==> config.mk <==
export PLATFORM = sky130hd
export DESIGN_NAME = abe_sqrt_cell
export DESIGN_NICKNAME = d
export VERILOG_FILES = /design/src/sv/abe_sqrt_cell.sv
export SDC_FILE = /design/constraint.sdc
export NUM_CORES = 1
export LEC_CHECK = 0
export ABC_AREA = 0
export BUFFER_PORTS_ARGS = -buffer_cell sky130_fd_sc_hd__buf_2
export CAP_MARGIN = 20
export CORE_MARGIN = 4
export CORE_UTILIZATION = 55
export DETAILED_ROUTE_END_ITERATION = 16
export GPL_ROUTABILITY_DRIVEN = 0
export HOLD_SLACK_MARGIN = 0.12
export PLACE_DENSITY = 0.82
export SLEW_MARGIN = 20
export SYNTH_ARGS = -nofsm -noshare
export SYNTH_HDL_FRONTEND = slang
export SYNTH_SLANG_ARGS = --single-unit
export TNS_END_PERCENT = 5
==> constraint.sdc <==
create_clock -name clk -period 14.5 [get_ports clk]
set_input_delay 0.725 -clock clk [delete_from_list [all_inputs] [get_ports clk]]
set_output_delay 0.725 -clock clk [all_outputs]
set_load 0.02 [all_outputs]
==> src/sv/abe_sqrt_cell.sv <==
// One digit step of a pipelined integer square root, for one or more lanes.
// Standalone; a chain of these forms the full root.
`default_nettype none

module abe_sqrt_cell #(
  parameter int LANES   = 1,
  parameter int SIDE_W  = 1,
  parameter int BIT_POS = 0
) (
  input  logic                    clk,
  input  logic                    rst,
  input  logic                    en,
  input  logic                    valid_in,
  input  logic [LANES-1:0][63:0]  rad_in,
  input  logic [LANES-1:0][63:0]  root_in,
  input  logic [SIDE_W-1:0]       side_in,
  output logic                    valid_out,
  output logic [LANES-1:0][63:0]  rad_out,
  output logic [LANES-1:0][63:0]  root_out,
  output logic [SIDE_W-1:0]       side_out
);

  localparam logic [63:0] BIT_VAL = 64'd1 << BIT_POS;

  logic [LANES-1:0][63:0] trial;
  logic [LANES-1:0][63:0] rad_next;
  logic [LANES-1:0][63:0] root_next;

  // Subtract the trial value where it fits and set the root digit
  always_comb begin
    for (int l = 0; l < LANES; l++) begin
      trial[l] = root_in[l] + BIT_VAL;
      if (rad_in[l] >= trial[l]) begin
        rad_next[l]  = rad_in[l] - trial[l];
        root_next[l] = (root_in[l] >> 1) + BIT_VAL;
      end else begin
        rad_next[l]  = rad_in[l];
        root_next[l] = root_in[l] >> 1;
      end
    end
  end

  always_ff @(posedge clk) begin
    if (rst) begin
      valid_out <= 1'b0;
    end else if (en) begin
      valid_out <= valid_in;
    end
  end

  always_ff @(posedge clk) begin
    if (en) begin
      rad_out  <= rad_next;
      root_out <= root_next;
      side_out <= side_in;
    end
  end

endmodule

`default_nettype wire

==> impl_metrics.yaml <==
outcome:
  status: "completed"
job:
  cap_violations: 0
timing:
  finalCritPeriodShare_pct: 47.44
  fmax_ghz: 0.1454
  worst_clock_skew_ns: 0
  relSlewSlack_pct: 34.41
  hold_violations: 0
  rsz0062_at_grt: "false"
  tns_ns: 0
  tightest_slew_ns: 0.9591
  setup_viol: 0
  slew_viol_final: 0
  hold_ws_ns: 0.4361
  layout_min_cycle_time_ns: 6.879
grt:
  grt_max_degree: 93
  first_global_vias: 10250
  grt_pass1_wl_um: 54860
  grtUsageTotal_pct: 31.43
  grt-ovfl-total: 0
  antenna_found_initial: 15
floorplanning:
  initial_core_util_pct: 56.39
  dieArea_um2: 22480
  io_pins: 263
  fp-row-count: 51
  die_h_um: 149.9
  core_area_um2: 19650
  die_w_um: 149.9
yosys:
  ys_top_cells_by_area: "edfxtp_1, ha_1, xnor2_1"
  postSynthAreaPerCell_um2: 8.664
  netlist_area_um2: 11080
  yosys.area_share.simple_pct: 22.19
  synthArstFlopShare_pct: 0
  synth-compound-area-share_pct: 17.71
  synth_top_family_by_area: "simple AND/OR/NAND/NOR gates"
  synth_cells: 1279
  syn-num-nets: 1479
  synth-edff-count: 129
  synth_area_leader_cell: "edfxtp_1"
  yosysSeqAreaShare_pct: 35.14
  synth_mux_area_share_pct: 0.1806
  yosys_register_bits: 130
  synth_xor_area_share_pct: 13.67
  synth.most_common_cell: "nand2_1"
  ys.flop_type: "edfxtp_1"
  ys_types: 66
  synth_common_cells: "nand2_1, edfxtp_1, nor2_1"
  yosysWarnings: 0
  synth_fa_ha_area_share_pct: 7.632
  yosysTopAreaCellShare_pct: 34.96
placement:
  port-buffer-count: 262
  placed_area_um2: 12510
  hpwlAfterDp_um: 28160
worst_hold_path:
  min_path_cells: 2
  worstHoldEndpoint: "valid_out"
  hp-start: "rst"
  min_path_type: "input pin to flop"
critical_path:
  regToRegEndpoint: "valid_out"
  cp-start-kind: "input pin"
  path_cells: "buf_2 > ha_1 > nand2_1 > nor3_1 > and3_1 > nand4_2 > nor3_4 > and3_1 > nand3_1 > xor2_1 > ha_1 > a21oi_1 > o21ai_0 > o21bai_1 > o31ai_1 > a31oi_4 > o21ai_4 > buf_4 > nor3_1 > xor2_1"
  rrSetupSlack_ns: 13.92
  reg2reg_depth: 2
  cpPeakStageDelay_ns: 0.76
  criticalPathCategory: "input pin to flop"
  required_ns: 14.67
  cpMaxStageDelayCell: "o21ai_4"
  crit_fanout: 92
  end_kind: "flop"
  cp.arrival_ns: 7.05
  timing.rr.start: "valid_out"
drt:
  first_pass_iters: 6
  routedWlPerCell_um: 20.32
  ant_nets: 0
  vias: 11340
  via_per_inst: 6.318
  drt_wl_total_um: 36470
  first_iter_violations: 1294
  drc: 0
clock_tree:
  cts_hold_buf: 0
  numClockSinks: 130
  htreeDepth: 4
  cts-buffers-inserted: 17
  clk_path_buf_depth: 2
  clock_latency_ns: 0.44
  ctsResizeCount: 0
  clk_pin_slew_ns: 0.06
  postCtsSetupBuffers: 0
  clockRootBuffer: "clkbuf_16"
  cts_tree: "done"
cells_and_area:
  utilization_pct: 67.07
  drive_above_1_share_pct: 21.16
  final_cell_area_um2: 13180
  num-fill-cells: 1668
  synthToLayoutAreaGrowth_pct: 18.96
  multiInputGateArea_um2: 6818
  seqCellArea_um2: 3894
  final_nets: 1704
power:
  ir_drop_mv: 0.08114
  power.leakage_nw: 5.406
  cellPowerDensity_nw_per_um2: 103.6
-- power breakdown --
part,switching [W],internal (W)
Combinational,0.000270,0.000142
Sequential,0.0000128,0.000467
Clock,0.000185,0.000289
-- metrics by stage --
| stage | instances | setup WS [ns] | power [W] |
|---|---|---|---|
| global route | 1792 | 7.112 | 0.001419 |
| CTS | 1782 | 7.800 | 0.001358 |
| global placement | 1750 | 7.694 | 0.0008807 |
| finish | 1795 | 7.621 | 0.001366 |
| floorplan | 1279 | 8.862 | 0.0007561 |
| detailed placement | 1750 | 7.332 | 0.0008875 |
-- logic make-up after synthesis --
group           after synthesis
simple gates                504
compound gates              307
flops                       130
mux                           2
buf+inv                      96
fa+ha+maj                    67
xor+xnor                    173
-- final cells by class --
| cell class | count | share of cell area (%) |
|---|---|---|
| clock inverters | 15 | 1.566 |
| inverters | 37 | 1.054 |
| diodes | 13 | 0.2468 |
| well taps | 265 | 2.515 |
| multi-input cells | 1053 | 51.72 |
| clock buffers | 17 | 3.227 |
| flip-flops and latches | 130 | 29.54 |
| repair buffers | 265 | 10.14 |
-- critical path, delay by kind of cell --
family / cells / cell delay (ns)
compound gates: 6 / 1.90
xor+xnor: 2 / 0.37
fa+ha+maj: 2 / 0.68
buf+inv: 2 / 0.91
simple gates: 8 / 2.30
-- per-layer routing --
layer  GRT usage [%]  routed length (um)  up-vias
li1                -                   -     5189
met1           42.62               14020     5161
met2           47.78               16140      832
met3           7.268                4490      149
met4           14.59                1751       10
met5               0                  62        -
-- registers in the layout, summed over array words and instances (netlist names) --
signal	count
valid_out	1
rad_out	64
side_out	1
root_out	64
-- how the worst max path moves through the flow --
stage | startpoint | slack [ns] | end
5_1_grt | root_in[2] | 7.11 | root_out[30]
3_5_place_dp | root_in[2] | 7.33 | root_out[30]
4_1_cts | root_in[2] | 7.80 | root_out[30]
2_1_floorplan | root_in[8] | 8.86 | rad_out[61]
3_3_place_gp | root_in[2] | 7.69 | root_out[24]
6_report | root_in[2] | 7.62 | root_out[30]
-- placed cells by master, fill, tap and decap left out, drive strengths merged, types with 28 or more instances in the layout --
cell type,netlist,routed
buf,16,265
nand2,172,172
edfxtp,129,129
nor2,95,95
xnor2,89,89
o21ai,85,85
xor2,84,84
a21oi,83,83
ha,66,66
nand3,50,50
nand4,50,50
nor3,42,42
inv,37,40
and3,28,28
a21o,28,28
(Power assumes the default switching activity.)
