`src/sv/abe_pkg.sv`:
```
// Shared types and constants for the angle bend energy pipeline.
// Used by the top level and by the angle rotation cell.
`default_nettype none

package abe_pkg;

  // Configuration register indexes
  typedef enum logic [1:0] {
    CFG_BEND_SCALE   = 2'd0,
    CFG_CUBIC_COEFF  = 2'd1,
    CFG_LINEAR_SCALE = 2'd2
  } cfg_reg_t;

  localparam logic [23:0] BEND_SCALE_RST   = 24'd367790;
  localparam logic [23:0] CUBIC_COEFF_RST  = 24'hFE3679;  // -117127
  localparam logic [15:0] LINEAR_SCALE_RST = 16'd36847;

  // Angles in degrees, Q8.24
  localparam logic [30:0] ANGLE_90  = 31'd1509949440;
  localparam logic [31:0] ANGLE_180 = 32'd3019898880;

  // arctan(2^-i) in degrees, Q8.24
  typedef logic [31:0] atan_tab_t [32];
  localparam atan_tab_t ATAN_DEG = '{
    32'd754974720, 32'd445687602, 32'd235489088, 32'd119537938, 32'd60000934,
    32'd30029717, 32'd15018523, 32'd7509720, 32'd3754917, 32'd1877466,
    32'd938734, 32'd469367, 32'd234684, 32'd117342, 32'd58671, 32'd29335,
    32'd14668, 32'd7334, 32'd3667, 32'd1833, 32'd917, 32'd458, 32'd229,
    32'd115, 32'd57, 32'd29, 32'd14, 32'd7, 32'd4, 32'd2, 32'd1, 32'd0
  };

  localparam logic signed [39:0] ENERGY_MAX = 40'sh7FFFFFFFFF;
  localparam logic signed [39:0] ENERGY_MIN = 40'sh8000000000;

  // One finished result
  typedef struct packed {
    logic signed [39:0] energy;
    logic               degenerate;
  } result_t;

endpackage

`default_nettype wire

```
`src/sv/abe_cordic_cell.sv`:
```
// One vectoring rotation of the arctangent chain, angle kept in degrees.
// Depends on abe_pkg for the arctangent table.
`default_nettype none

module abe_cordic_cell #(
  parameter int ITER   = 0,
  parameter int SIDE_W = 1
) (
  input  logic               clk,
  input  logic               rst,
  input  logic               en,
  input  logic               valid_in,
  input  logic signed [33:0] x_in,
  input  logic signed [33:0] y_in,
  input  logic signed [33:0] z_in,
  input  logic [SIDE_W-1:0]  side_in,
  output logic               valid_out,
  output logic signed [33:0] x_out,
  output logic signed [33:0] y_out,
  output logic signed [33:0] z_out,
  output logic [SIDE_W-1:0]  side_out
);

  localparam logic signed [33:0] ATAN_STEP = $signed({2'b00, abe_pkg::ATAN_DEG[ITER]});

  logic signed [33:0] xs;
  logic signed [33:0] ys;
  logic signed [33:0] x_next;
  logic signed [33:0] y_next;
  logic signed [33:0] z_next;

  // Rotate toward the x axis and accumulate the angle
  always_comb begin
    xs = x_in >>> ITER;
    ys = y_in >>> ITER;
    if (!y_in[33]) begin
      x_next = x_in + ys;
      y_next = y_in - xs;
      z_next = z_in + ATAN_STEP;
    end else begin
      x_next = x_in - ys;
      y_next = y_in + xs;
      z_next = z_in - ATAN_STEP;
    end
  end

  always_ff @(posedge clk) begin
    if (rst) begin
      valid_out <= 1'b0;
    end else if (en) begin
      valid_out <= valid_in;
    end
  end

  always_ff @(posedge clk) begin
    if (en) begin
      x_out    <= x_next;
      y_out    <= y_next;
      z_out    <= z_next;
      side_out <= side_in;
    end
  end

endmodule

`default_nettype wire

```
`config.mk`:
```
export PLATFORM = sky130hd
export DESIGN_NAME = abe_cordic_cell
export DESIGN_NICKNAME = d
export VERILOG_FILES = /design/src/sv/abe_pkg.sv /design/src/sv/abe_cordic_cell.sv
export SDC_FILE = /design/constraint.sdc
export NUM_CORES = 1
export LEC_CHECK = 0
export BUFFER_PORTS_ARGS = -buffer_cell sky130_fd_sc_hd__buf_2
export CAP_MARGIN = 10
export CORE_ASPECT_RATIO = 0.8
export CORE_UTILIZATION = 29
export DETAILED_ROUTE_END_ITERATION = 8
export PLACE_DENSITY = 0.48
export SYNTH_ARGS = -nofsm -noshare
export SYNTH_HDL_FRONTEND = slang
export SYNTH_SLANG_ARGS = --single-unit
```
`constraint.sdc`:
```
create_clock -name clk -period 4.1 [get_ports clk]
set_clock_uncertainty 0.15 [all_clocks]
set_input_delay 0.41 -clock clk [delete_from_list [all_inputs] [get_ports clk]]
set_output_delay 0.41 -clock clk [all_outputs]
set_load 0.02 [all_outputs]
```
==> results.json <==
{
  "cts-hold-fix-buffers": 0,
  "syn_area_per_cell_um2": 9.02,
  "crit_fanout": 14,
  "final_net_count": 1446,
  "met1_usage": 0.284,
  "pre_cts_ws_ns": 0.484,
  "synthDistinctLibCells": 78,
  "start_util": 0.296,
  "synthesis.nets": 1250,
  "clockRootBuffer": "clkbuf_16",
  "maxSlewViolCount": 0,
  "cts_buffer_depth": 2,
  "drv_cap": 0,
  "grt_pass1_vias": 8191,
  "finalCritPeriodShare": 0.799,
  "synth_top_flop_cell": "edfxtp_1",
  "cts_tree": "built",
  "first_iter_violations": 638,
  "sequentialPowerShare": 0.364,
  "worst-setup-path-type": "input port to flip-flop",
  "max_slew_margin": 0.377,
  "ys_ff_latch": 103,
  "syn_inst": 1032,
  "place_congestion": 0.956,
  "grt.total_usage": 0.192,
  "io_buffer_count": 210,
  "htree_levels": 3,
  "vias": 8545,
  "grt.busiest_layer": "met1",
  "fin_area_um2": 11100,
  "drc_errors": 0,
  "row_count": 58,
  "grt_max_degree": 67,
  "firstDrtPassIters": 5,
  "switching_share": 0.385,
  "hold_path_class": "input port to flip-flop",
  "crit_arrival_ns": 3.22,
  "internal_power_uw": 2390,
  "fin_tns_setup_ns": 0,
  "cts_buffers": 9,
  "vdd_drop_max_mv": 0.156,
  "timing_hold_violations_final": 0,
  "setup_violations": 0,
  "p_leak_uw": 0.00487,
  "grt_pass1_wl_um": 48400,
  "async_flop_share": 0,
  "cts_setup_buffers": 0,
  "final_common_cell": "buf_2",
  "tightest_slew_ns": 0.934,
  "numClockSinks": 103,
  "startpoint_type": "input port",
  "combPwrFrac": 0.395,
  "critPathRequiredTime_ns": 4.04,
  "max_freq_mhz": 305,
  "synthToLayoutAreaGrowth_pct": 19.5,
  "total_power_uw": 3880,
  "fin_crit_ns": 3.27,
  "die_w_um": 202,
  "met3_usage": 0.0401,
  "wl_per_cell_um": 19.5,
  "die_h_um": 162,
  "antenna_cells": 0,
  "rsz0062_at_grt": "no",
  "fin_ws_ns": 0.825,
  "end_kind": "flip-flop",
  "p_sw_uw": 1490,
  "overflow": 0,
  "ys_seq_area_frac": 0.331,
  "use_met2": 0.282,
  "cts.clk_slew.worst_paths_ns": 0.08,
  "ctsResizeCount": 0,
  "insertion_delay_ns": 0.36,
  "power_density_nw_per_um2": 349,
  "postRouteAntennaNets": 0,
  "vias_per_cell": 5.17,
  "place_hpwl_um": 26100,
  "postLayoutCoreUtil": 0.353,
  "ios": 211,
  "final_cell_mix": "209 x buf_2, 129 x a21oi_1, 107 x ha_1",
  "synth_edf_count": 102,
  "antenna_found_initial": 0,
  "wl_um": 32200,
  "dieArea_um2": 32800,
  "status": "completed",
  "mappedNetlistArea_um2": 9310,
  "place_area_um2": 10800,
  "clock_power_share": 0.242,
  "drive_gt1_frac": 0.234,
  "core-area_um2": 31500,
  "yosysWarnings": 0
}
worst max-delay path, cell delays in order:
cell and delay [ns]:
buf_2 0.10, inv_1 0.04, ha_1 0.72, inv_2 0.11, a21o_1 0.24, a221o_1 0.37, a31oi_2 0.24, nand2_2 0.16
a2111oi_4 0.39, o31a_1 0.20, o21ai_1 0.07, xnor2_1 0.15
cells in the mapped netlist (all sizes together), types with 4 or more instances:
library cell | number | share of area
a21oi | 134 | 0.075
inv | 109 | 0.044
ha | 107 | 0.14
edfxtp | 102 | 0.33
nor2 | 88 | 0.035
o21ai | 69 | 0.037
xnor2 | 67 | 0.063
nand2 | 45 | 0.019
buf | 28 | 0.018
o21bai | 28 | 0.023
clkbuf | 19 | 0.0077
a21o | 16 | 0.013
nor3 | 16 | 0.0086
o31ai | 15 | 0.013
nand3 | 13 | 0.0070
nor4 | 13 | 0.013
nand2b | 12 | 0.0081
a211oi | 11 | 0.0089
mux2i | 9 | 0.0097
nand4 | 9 | 0.0060
nor2b | 9 | 0.0063
a31oi | 8 | 0.0067
o21a | 8 | 0.0064
o211ai | 7 | 0.0056
a2111oi | 6 | 0.010
a221oi | 6 | 0.0063
o22ai | 6 | 0.0054
xor2 | 6 | 0.0056
a21boi | 5 | 0.0044
a221o | 5 | 0.0054
a31o | 5 | 0.0047
and2 | 5 | 0.0036
or2 | 5 | 0.0034
fa | 4 | 0.0086
or4 | 4 | 0.0036
through the flow:
| step | hold WS, ns | std cells |
|---|---|---|
| floorplan | 0.332 | 1032 |
| global placement | 0.328 | 1637 |
| detailed placement | 0.354 | 1637 |
| CTS | 0.0250 | 1653 |
| global route | 0.0302 | 1653 |
| finish | 0.0415 | 1653 |
cell type report:
cell class                 count  area (um2)
fill                        3368       20400
inverter                     111         419
sequential                   103        3080
clock inverter                 7        88.8
multi-input combinational    771        5570
tap                          420         526
timing repair buffer         232        1220
clock buffer                   9         225
power by group through the flow:
stage	registers, uW	logic (uW)	clock network (uW)
final	1410	1530	939
after global routing	1430	1650	1000
after CTS	1420	1520	974
after detailed placement	1440	1520	0
after global placement	1440	1520	0
after floorplan	1630	783	0
metal layers:
layer  up-vias  share of wire
met2       351           0.42
met3        32          0.078
met5         -              0
li1       4092              -
met1      4070           0.49
met4         0          0.016
final timing paths:
path              from         to  slack [ns]  depth (start not counted)
max           x_in[13]  x_out[26]        0.83                         12
min                rst  valid_out        0.04                          2
max reg2reg  valid_out  valid_out        3.35                          2
min reg2reg  valid_out  valid_out        0.37                          2
logic make-up after synthesis:
family	after synthesis	share of synthesized area
muxes	11	0.0121
xor gates and xnor gates	73	0.0687
and+or+nand+nor	223	0.116
buffers and inverters	158	0.0711
AOI/OAI and AO/OA	353	0.248
adders and majority gates	111	0.152
DFF	103	0.331
sequential cells by signal (all words and copies together), names as in the netlist:
signal	flops
valid_out	1
y_out	33
z_out	34
x_out	34
side_out	1
No activity file was read; power rests on OpenSTA's default activity.
