===== config.mk =====
export PLATFORM = sky130hd
export DESIGN_NAME = abe_div_cell
export DESIGN_NICKNAME = d
export VERILOG_FILES = /design/src/sv/abe_div_cell.sv
export SDC_FILE = /design/constraint.sdc
export NUM_CORES = 1
export LEC_CHECK = 0
export BUFFER_PORTS_ARGS = -buffer_cell sky130_fd_sc_hd__clkbuf_2
export CORE_AREA = 2 2 158 145
export CTS_BUF_LIST = sky130_fd_sc_hd__clkbuf_8
export DETAILED_ROUTE_END_ITERATION = 8
export DIE_AREA = 0 0 160 147
export PLACE_DENSITY = 0.82
export SYNTH_ARGS = -nofsm -noshare
export SYNTH_HDL_FRONTEND = slang
export SYNTH_SLANG_ARGS = --single-unit

===== constraint.sdc =====
create_clock -name clk -period 3.6 [get_ports clk]
set_clock_uncertainty 0.2 [all_clocks]
set_input_delay 0.36 -clock clk [delete_from_list [all_inputs] [get_ports clk]]
set_output_delay 0.36 -clock clk [all_outputs]
set_load 0.02 [all_outputs]

===== src/sv/abe_div_cell.sv =====
// One quotient bit of a pipelined restoring divider.
// Standalone; the first cell of a chain takes the integer bit without a shift.
`default_nettype none

module abe_div_cell #(
  parameter int FIRST  = 0,
  parameter int SIDE_W = 1
) (
  input  logic              clk,
  input  logic              rst,
  input  logic              en,
  input  logic              valid_in,
  input  logic [63:0]       rem_in,
  input  logic [31:0]       quo_in,
  input  logic [63:0]       den_in,
  input  logic [SIDE_W-1:0] side_in,
  output logic              valid_out,
  output logic [63:0]       rem_out,
  output logic [31:0]       quo_out,
  output logic [63:0]       den_out,
  output logic [SIDE_W-1:0] side_out
);

  logic [63:0] rem_sh;
  logic [31:0] quo_sh;
  logic [63:0] rem_next;
  logic [31:0] quo_next;

  // Shift in one bit, subtract the divisor where it fits
  always_comb begin
    rem_sh = (FIRST != 0) ? rem_in : {rem_in[62:0], 1'b0};
    quo_sh = (FIRST != 0) ? quo_in : {quo_in[30:0], 1'b0};
    if (rem_sh >= den_in) begin
      rem_next = rem_sh - den_in;
      quo_next = quo_sh | 32'd1;
    end else begin
      rem_next = rem_sh;
      quo_next = quo_sh;
    end
  end

  always_ff @(posedge clk) begin
    if (rst) begin
      valid_out <= 1'b0;
    end else if (en) begin
      valid_out <= valid_in;
    end
  end

  always_ff @(posedge clk) begin
    if (en) begin
      rem_out  <= rem_next;
      quo_out  <= quo_next;
      den_out  <= den_in;
      side_out <= side_in;
    end
  end

endmodule

`default_nettype wire


==> results.yml, run 1 <==
final_layout:
  layout-area-overhead-vs-synth_pct: 47.21
  fin_area_um2: 14320
  final_util: 0.6513
  fillers: 1698
  multi_input_area_um2: 4602
  final_common_cell: "clkbuf_2"
  fin_nets: 1724
  antenna_cells: 0
  regArea_um2: 4855
  drive_gt1_frac: 0.3198
  final_cell_mix: "clkbuf_2, edfxtp_1, dlygate4sd3_1, nand2_1, o21ai_0"
sta:
  drv_slew: 0
  fin_crit_ps: 3544
  period_share: 0.9843
  slew-limit-headroom: 0.6001
  setup_viol: 0
  final_hold_viol_count: 0
  grt_setup_unrepaired: "true"
  fmax_ghz: 0.2822
  tightestPinTransition_ps: 593.6
pwr:
  switchingPower_w: 0.002040
  pwr-share-seq: 0.418
  pwr-share-comb: 0.341
  pwr-share-clk: 0.241
  intPower_w: 0.003635
  swShare: 0.3595
  powerDensity_nw_per_um2: 396.3
  power.leakage_nw: 6.519
  peakVddDrop_uv: 223.0
worst_setup_path:
  critPathCaptureType: "flop"
  cp_slowest_cell: "dlygate4sd3_1"
  critical_path_required_ps: 3620
  crit_type: "input port to flop"
  crit_path_cell_trace: "dlygate4sd3_1 > clkbuf_2 > ha_1 > a21o_1 > o21ba_2 > o221ai_1 > a2111oi_4 > buf_4 > o31a_1 > o211ai_1 > o31a_1 > xnor2_1 > o21ai_0"
  startpoint_type: "input port"
  worstPathArrival_ps: 3570
  reg2regPathDepth: 3
  worstPathMaxFanout: 3
  worst_path_most_repeated_cell: "o31a_1"
  max_stage_delay_ps: 560
logic_synthesis:
  yosys_warnings: 0
  yosysUniqueCellTypes: 60
  synth_top_family_by_area: "compound AO/OA/AOI/OAI gates"
  muxShareOfSynthArea: 0.005658
  ys_ff_latch: 162
  async_flop_share: 0
  syn_inst: 961
  post_synth.cell_area_avg_um2: 10.12
  ys.flop_type: "edfxtp_1"
  synth_xor_area_frac: 0.05041
  yosys.area_share.simple: 0.1163
  synth_area_um2: 9729
  synthesis.nets: 1191
  synth_compound_area_frac: 0.1947
  seq_area_frac_synth: 0.4990
  yosys.area_share.adder: 0.08436
  synth_edf_count: 161
clocking:
  worst_skew_pair.late_latency_ps: 470
  root_buffer: "clkbuf_8"
  tritoncts: "done"
  cts.htree.levels: 4
  clk_pin_slew_worst_paths_ps: 110
  clock-sinks: 162
  clock_path_buffers: 2
  numCtsBuffers: 17
routing:
  antenna_left: 0
  wl_mm: 31.88
  drcViolationCount: 0
  via_per_inst: 5.340
  drt_iter0_markers: 706
  route.vias.total: 9634
  firstDrtPassIters: 5
  wl_per_cell_um: 17.67
hold_path:
  hp-class: "input port to flop"
  hold_path_depth: 3
floorplanning:
  fp.dieH_um: 147
  start_util: 0.4424
  dieArea_um2: 23520
  rows: 52
  fp.dieW_um: 160
  coreArea_um2: 21990
  io_pins: 327
placement:
  dpl.hpwl_mm: 22.27
  globalplace.congestion: 0.9110
  dpl_cell_area_um2: 12230
  port_buffers: 324
global_routing:
  antenna_found_initial: 0
  grt_max_degree: 62
  grt_pass1_vias: 9511
  grt_pass1_wl_mm: 48.80
  grt_util_all_layers: 0.2635
  grt_overflow_total: 0
run:
  drv_cap: 0
outcome:
  status: "finished, final reports clean"
==> synth_stat cells, types with 5 or more instances <==
| library cell | number | area [µm²] |
|---|---|---|
| o211ai_1 | 6 | 45.04 |
| o21ai_0 | 91 | 455.4 |
| buf_2 | 11 | 55.05 |
| nor2b_1 | 7 | 43.79 |
| o21ai_1 | 6 | 30.03 |
| nand3_1 | 10 | 50.05 |
| nor2_1 | 38 | 142.6 |
| a21oi_1 | 81 | 405.4 |
| a211o_1 | 6 | 52.55 |
| edfxtp_1 | 161 | 4835 |
| o31a_1 | 5 | 43.79 |
| o31ai_1 | 7 | 52.55 |
| nand4_1 | 18 | 112.6 |
| inv_1 | 84 | 315.3 |
| xnor2_1 | 38 | 332.8 |
| nor3_1 | 18 | 90.09 |
| xor2_1 | 18 | 157.7 |
| ha_1 | 64 | 800.8 |
| clkbuf_1 | 27 | 101.4 |
| a21o_1 | 28 | 210.2 |
| and2_1 | 5 | 31.28 |
| nand2b_1 | 5 | 31.28 |
| nand2_1 | 133 | 499.2 |
| o21bai_1 | 16 | 120.1 |
| o21a_1 | 5 | 37.54 |
| a31oi_1 | 5 | 31.28 |
==> flip-flops by register name, summed over array words and instances, names as in the netlist <==
signal     count
valid_out      1
quo_out       32
den_out       64
rem_out       64
side_out       1
==> cells by family after synthesis <==
kind of cell,Yosys count
compound gates,296
simple gates,254
flops,162
buf+inv,123
fa+ha+maj,65
xor+xnor,56
mux,5
==> metrics by stage <==
stage	worst slack, ps	TNS (ps)	total power [W]	hold slack (ps)	instances
after floorplan	499.9	0	0.003432	232.4	961
after global routing	-85.72	-167.0	0.005903	7.706	1804
after detailed placement	-101.7	-493.5	0.004115	297.0	1623
final	56.47	0	0.005676	15.91	1804
after global placement	-60.09	-156.6	0.004076	275.6	1623
after CTS	10.60	0	0.005592	1.214	1802
==> what timing repair did <==
action	4_1_cts	5_1_grt
setup endpoints to repair	0	35
buffers inserted	0	1
hold endpoints to repair	146	1
gates resized for setup	0	40
hold buffers	147	1
==> power by group through the flow <==
stage	combinational [W]	sequential [W]	clock, W
after floorplan	0.000761	0.00267	0
after global placement	0.00167	0.00240	0
after detailed placement	0.00170	0.00241	0
after CTS	0.00184	0.00237	0.00138
after global routing	0.00207	0.00239	0.00143
final	0.00193	0.00237	0.00137
==> worst paths after layout <==
check,end,slack (ps),from
setup / recovery,rem_out[59],60,rem_in[13]
hold / removal,rem_out[21],20,rem_in[20]
setup reg to reg,valid_out,2240,valid_out
hold reg to reg,valid_out,860,valid_out
==> layer usage <==
metal  vias up  wire [µm]  global-route usage
li1       4584          -                   -
met1      4568      13100              0.3307
met2       418      15700              0.4502
met3        64       2187             0.05788
met4         0        888             0.09550
met5         -          0                   0
==> critical path, delay by kind of cell <==
family | cells | cell delay, ps
AOI/OAI and AO/OA | 8 | 1860
xor gates and xnor gates | 1 | 150
adders and majority gates | 1 | 320
buffers and inverters | 3 | 870
==> final cells by class <==
type,count,share of cell area
Sequential cell,162,0.3390
Multi-Input combinational cell,676,0.3213
Timing Repair Buffer,553,0.2642
Tap cell,297,0.02595
Inverter,84,0.02201
Clock buffer,17,0.01634
Clock inverter,15,0.01127
Note: power is estimated with default switching activity, not from simulation.
==> run 2, diff against run 1 <==
Clock period 3.6 ns to 3.8 ns, I/O delays scaled along.
==> run 2 against run 1 <==
Cell area down 5.5%. Largest power group unchanged. First-iteration DRC count is 13% higher. Die area unchanged. Non-clock buffer count down 72. Combinational power is 11% lower. Routed wire length fell by 4.3%. Critical endpoint is now rem_out[62]. Critical path depth increased by 1. Register-to-register slack improved by 210 ps. Power fell by 8.4%. Sequential share of layout area up 2.0 points. Sequential power decreased by 5%. Count of clock-buffer cells in the layout unchanged.
==> results.yml, run 2 (synthesis gave the netlist of run 1 again) <==
outcome:
  status: "finished, final reports clean"
routing:
  drt_iter0_markers: 799
  drcViolationCount: 0
  via_per_inst: 5.361
  wl_per_cell_um: 17.61
  firstDrtPassIters: 5
  route.vias.total: 9286
  wl_mm: 30.50
  antenna_left: 0
final_layout:
  drive_gt1_frac: 0.3031
  fin_nets: 1652
  reg.largest.list: "den_out x64, rem_out x64, quo_out x32"
  fillers: 1772
  antenna_cells: 0
  layout-area-overhead-vs-synth_pct: 39.08
  final_common_cell: "clkbuf_2"
  final_cell_mix: "clkbuf_2, edfxtp_1, nand2_1, dlygate4sd3_1, o21ai_0"
sta:
  tightestPinTransition_ps: 614.3
  fin_crit_ps: 3766
  slew-limit-headroom: 0.5905
  drv_slew: 0
  fmax_ghz: 0.2655
  setup_viol: 0
  fin_setup_tns_ps: 0
  hold_ws_ps: 25.51
  period_share: 0.9910
  setup_ws_ps: 34.16
  final_hold_viol_count: 0
run:
  drv_cap: 0
pwr:
  peakVddDrop_uv: 207.2
  switchingPower_w: 0.001845
  swShare: 0.3548
  pwr-share-comb: 0.329
  power.leakage_nw: 6.149
  pwr-share-clk: 0.238
  powerDensity_nw_per_um2: 384.4
  intPower_w: 0.003356
  finalPower_w: 0.005201
  pwr-share-seq: 0.433
worst_setup_path:
  max_stage_delay_ps: 530
  path_buf_inv: 4
  crit_path_cell_trace: "dlygate4sd3_1 > clkbuf_2 > inv_1 > ha_1 > buf_4 > a21o_1 > a311oi_2 > o21ai_1 > or3_1 > o2111a_2 > a211o_4 > a211o_1 > xnor2_1 > o21ai_0"
  critical_path_required_ps: 3810
  worstPathArrival_ps: 3770
  startpoint_type: "input port"
  worstPathMaxFanout: 6
  cp_slowest_cell: "dlygate4sd3_1"
  cp_top_family: "compound AO/OA/AOI/OAI gates"
  crit_type: "input port to flop"
  critPathCaptureType: "flop"
global_routing:
  grt_util_all_layers: 0.2511
  antenna_found_initial: 0
  grt_pass1_vias: 9111
  grt_overflow_total: 0
  grt_max_degree: 78
  grt_pass1_wl_mm: 47.01
hold_path:
  hp-class: "input port to flop"
clocking:
  clock_path_buffers: 2
  worst_skew_pair.late_latency_ps: 450
  clock-sinks: 162
  clk_pin_slew_worst_paths_ps: 90
  tritoncts: "done"
  root_buffer: "clkbuf_8"
  numCtsBuffers: 17
  cts.htree.levels: 4
  postCtsSetupBuffers: 0
floorplanning:
  io_pins: 327
  start_util: 0.4424
  rows: 52
  coreArea_um2: 21990
  fp.dieH_um: 147
  fp.dieW_um: 160
  dieArea_um2: 23520
placement:
  dpl.hpwl_mm: 21.63
  port_buffers: 324
  globalplace.congestion: 0.9340
  pre_cts_slack_ps: 89.99
## run 2: cell types whose count changed in the layout (fill, tap and decap cells not counted), moves of 2 or more
cell           change
ha_2               -2
buf_4             -31
clkinvlp_4         +3
a21oi_1            +4
a2111oi_4          -2
a2111oi_2          +3
nor3_1             +2
o21ai_2            -2
inv_8              -3
ha_1               +3
inv_6              +2
a21oi_2            -3
dlygate4sd3_1     -40
o21ai_1            +3
## run 2: per-layer routing
layer	up-vias	global-route usage	wire length, µm
li1	4430	-	-
met1	4289	0.3231	12580
met2	489	0.4208	14520
met3	78	0.05054	2387
met4	0	0.09640	1013
met5	-	0	0
## run 2: area by class of cell
class / instances / area [µm²] / area share
Sequential cell: 162 / 4855 / 0.3588
Multi-Input combinational cell: 676 / 4474 / 0.3307
Timing Repair Buffer: 481 / 3139 / 0.2320
Tap cell: 297 / 371.6 / 0.02746
Inverter: 84 / 315.3 / 0.02330
Clock buffer: 17 / 234.0 / 0.01729
Clock inverter: 15 / 142.6 / 0.01054
## run 2: tightest hold or removal path: stages
cell      delay [ps]
clkbuf_2          90
nand2_1           40
o21ai_0           60
## run 2: power groups by stage
stage	Combinational (W)	Clock, W	Sequential (W)
after floorplan	0.000721	0	0.00253
after CTS	0.00166	0.00126	0.00225
after detailed placement	0.00157	0	0.00229
final	0.00171	0.00124	0.00225
after global placement	0.00154	0	0.00228
after global routing	0.00185	0.00131	0.00227
## run 2: what timing repair did
| item | 4_1_cts | 5_1_grt |
|---|---|---|
| setup endpoints to repair | 0 | 49 |
| hold endpoints to repair | 107 | 0 |
| gates resized for setup | 0 | 18 |
| hold buffers | 108 | 0 |
## run 2: final timing paths
check	slack, ps	endpoint	depth (start not counted)	from
worst min register to register	880	valid_out	3	valid_out
worst min-delay path	30	rem_out[36]	3	rem_in[35]
worst max register to register	2450	valid_out	3	valid_out
worst max-delay path	30	rem_out[62]	14	den_in[17]
## run 2: through the flow
stage	std cells	instance area, µm²	util
floorplan	961	9729	-
global placement	1592	12000	0.5456
detailed placement	1592	12000	0.5456
CTS	1732	13460	0.6119
global route	1732	13530	0.6153
finish	1732	13530	0.6153
==> run 3, diff against run 2 <==
Clock period 3.8 ns to 4.7 ns, I/O delays scaled along.
==> run 3 against run 2 <==
Critical path depth fell by 1. Register-to-register slack improved by 1400 ps. Die area did not move. Critical endpoint is now rem_out[51]. Largest cell class unchanged.
==> results.yml, run 3 (synthesis gave the netlist of run 1 again) <==
worst_setup_path:
  critPathCaptureType: "flop"
  critical_path_required_ps: 4780
  worstPathMaxFanout: 5
  startpoint_type: "input port"
  crit_type: "input port to flop"
  worstPathArrival_ps: 4360
  reg2regPathDepth: 2
sta:
  tightestPinTransition_ps: 873.7
  fin_crit_ps: 4273
  final_hold_viol_count: 0
  fmax_ghz: 0.2340
  slew-limit-headroom: 0.4175
  grt_setup_unrepaired: "false"
  setup_ws_ps: 427.0
  drv_slew: 0
  setup_viol: 0
  fin_setup_tns_ps: 0
  period_share: 0.9092
routing:
  via_per_inst: 5.307
  drt_iter0_markers: 765
  wl_per_cell_um: 17.21
  route.vias.total: 8911
  drcViolationCount: 0
  firstDrtPassIters: 5
  wl_mm: 28.89
  antenna_left: 0
clocking:
  numCtsBuffers: 17
  root_buffer: "clkbuf_8"
  cts.htree.levels: 4
  tritoncts: "done"
  clock-sinks: 162
  clk_pin_slew_worst_paths_ps: 110
  worst_skew_pair.late_latency_ps: 480
  clock_path_buffers: 2
placement:
  pre_cts_slack_ps: 663.2
  globalplace.congestion: 0.8835
  port_buffers: 324
  dpl_cell_area_um2: 11650
  dpl.hpwl_mm: 21.19
final_layout:
  layout-area-overhead-vs-synth_pct: 33.77
  fin_area_um2: 13020
  final_cell_mix: "clkbuf_2, edfxtp_1, nand2_1, dlygate4sd3_1, o21ai_0"
  reg.largest.list: "den_out x64, rem_out x64, quo_out x32"
  final_common_cell: "clkbuf_2"
  fin_nets: 1599
  drive_gt1_frac: 0.2764
  antenna_cells: 0
global_routing:
  grt_pass1_vias: 8676
  grt.busiest_layer: "met2"
  met3_usage: 0.06183
  met2_usage: 0.4108
  grt_max_degree: 89
  use_met1: 0.3011
  grt_overflow_total: 0
  antenna_found_initial: 0
  grt_util_all_layers: 0.2415
  grt_pass1_wl_mm: 44.41
pwr:
  power.leakage_nw: 5.897
  intPower_w: 0.002661
  powerDensity_nw_per_um2: 318.1
  switchingPower_w: 0.001478
  swShare: 0.3571
  peakVddDrop_uv: 173.4
  pwr-share-comb: 0.310
  pwr-share-clk: 0.251
  pwr-share-seq: 0.439
floorplanning:
  fp.dieH_um: 147
  rows: 52
  fp.dieW_um: 160
  io_pins: 327
  coreArea_um2: 21990
  start_util: 0.4424
  dieArea_um2: 23520
hold_path:
  hold_path_depth: 3
  hp-class: "input port to flop"
outcome:
  status: "finished, final reports clean"
run:
  drv_cap: 0
-- run 3: worst max-delay path: stages --
cell and delay (ps):
dlygate4sd3_1 540, clkbuf_2 120, inv_1 60, ha_1 290, nor2b_1 270, o2111ai_1 170, a21oi_1 520, a2111oi_0 280
buf_4 210, o31a_1 380, o31ai_2 570, nor3b_1 120, o41ai_1 360
-- run 3: final cells by class --
| type | count | area, µm² |
|---|---|---|
| inverters | 84 | 315.3 |
| flip-flops and latches | 162 | 4855 |
| clock buffers | 17 | 234.0 |
| multi-input cells | 676 | 4399 |
| well taps | 297 | 371.6 |
| repair buffers | 428 | 2676 |
| fillers | 1831 | 8976 |
| clock inverters | 15 | 163.9 |
-- run 3: through the flow --
stage / cells / total power [W] / utilization / hold slack [ps]
after floorplan: 961 / 0.002629 / - / 342.4
after global placement: 1550 / 0.003021 / 0.5296 / 276.6
after detailed placement: 1550 / 0.003046 / 0.5296 / 311.1
after CTS: 1678 / 0.004143 / 0.5914 / 0.9143
after global routing: 1679 / 0.004336 / 0.5918 / 14.32
final: 1679 / 0.004140 / 0.5918 / 18.37
-- run 3: what timing repair did --
action	4_1_cts	5_1_grt
hold buffers	96	1
setup buffers	0	0
resized for setup	0	0
endpoints found under the hold margin	96	1
endpoints found under the setup margin	0	0
-- run 3: worst paths after layout --
check	startpoint	to	slack, ps
worst max-delay path	den_in[1]	rem_out[51]	430
worst max register to register	valid_out	valid_out	3900
worst min register to register	valid_out	valid_out	330
worst min-delay path	valid_in	valid_out	20
-- run 3: layer usage --
metal  wire length, µm  part of all wire  up-vias
met2             14070              0.49      379
met5                 0                 0        -
met3              2162             0.075       55
met4               644             0.022        0
met1             12020              0.42     4158
li1                  -                 -     4319
-- run 3: power by group through the flow --
stage	combinational (W)	sequential, W	clock, W
detailed placement	0.00120	0.00185	0
floorplan	0.000583	0.00205	0
global placement	0.00118	0.00184	0
CTS	0.00127	0.00182	0.00106
global route	0.00139	0.00183	0.00111
finish	0.00128	0.00182	0.00104
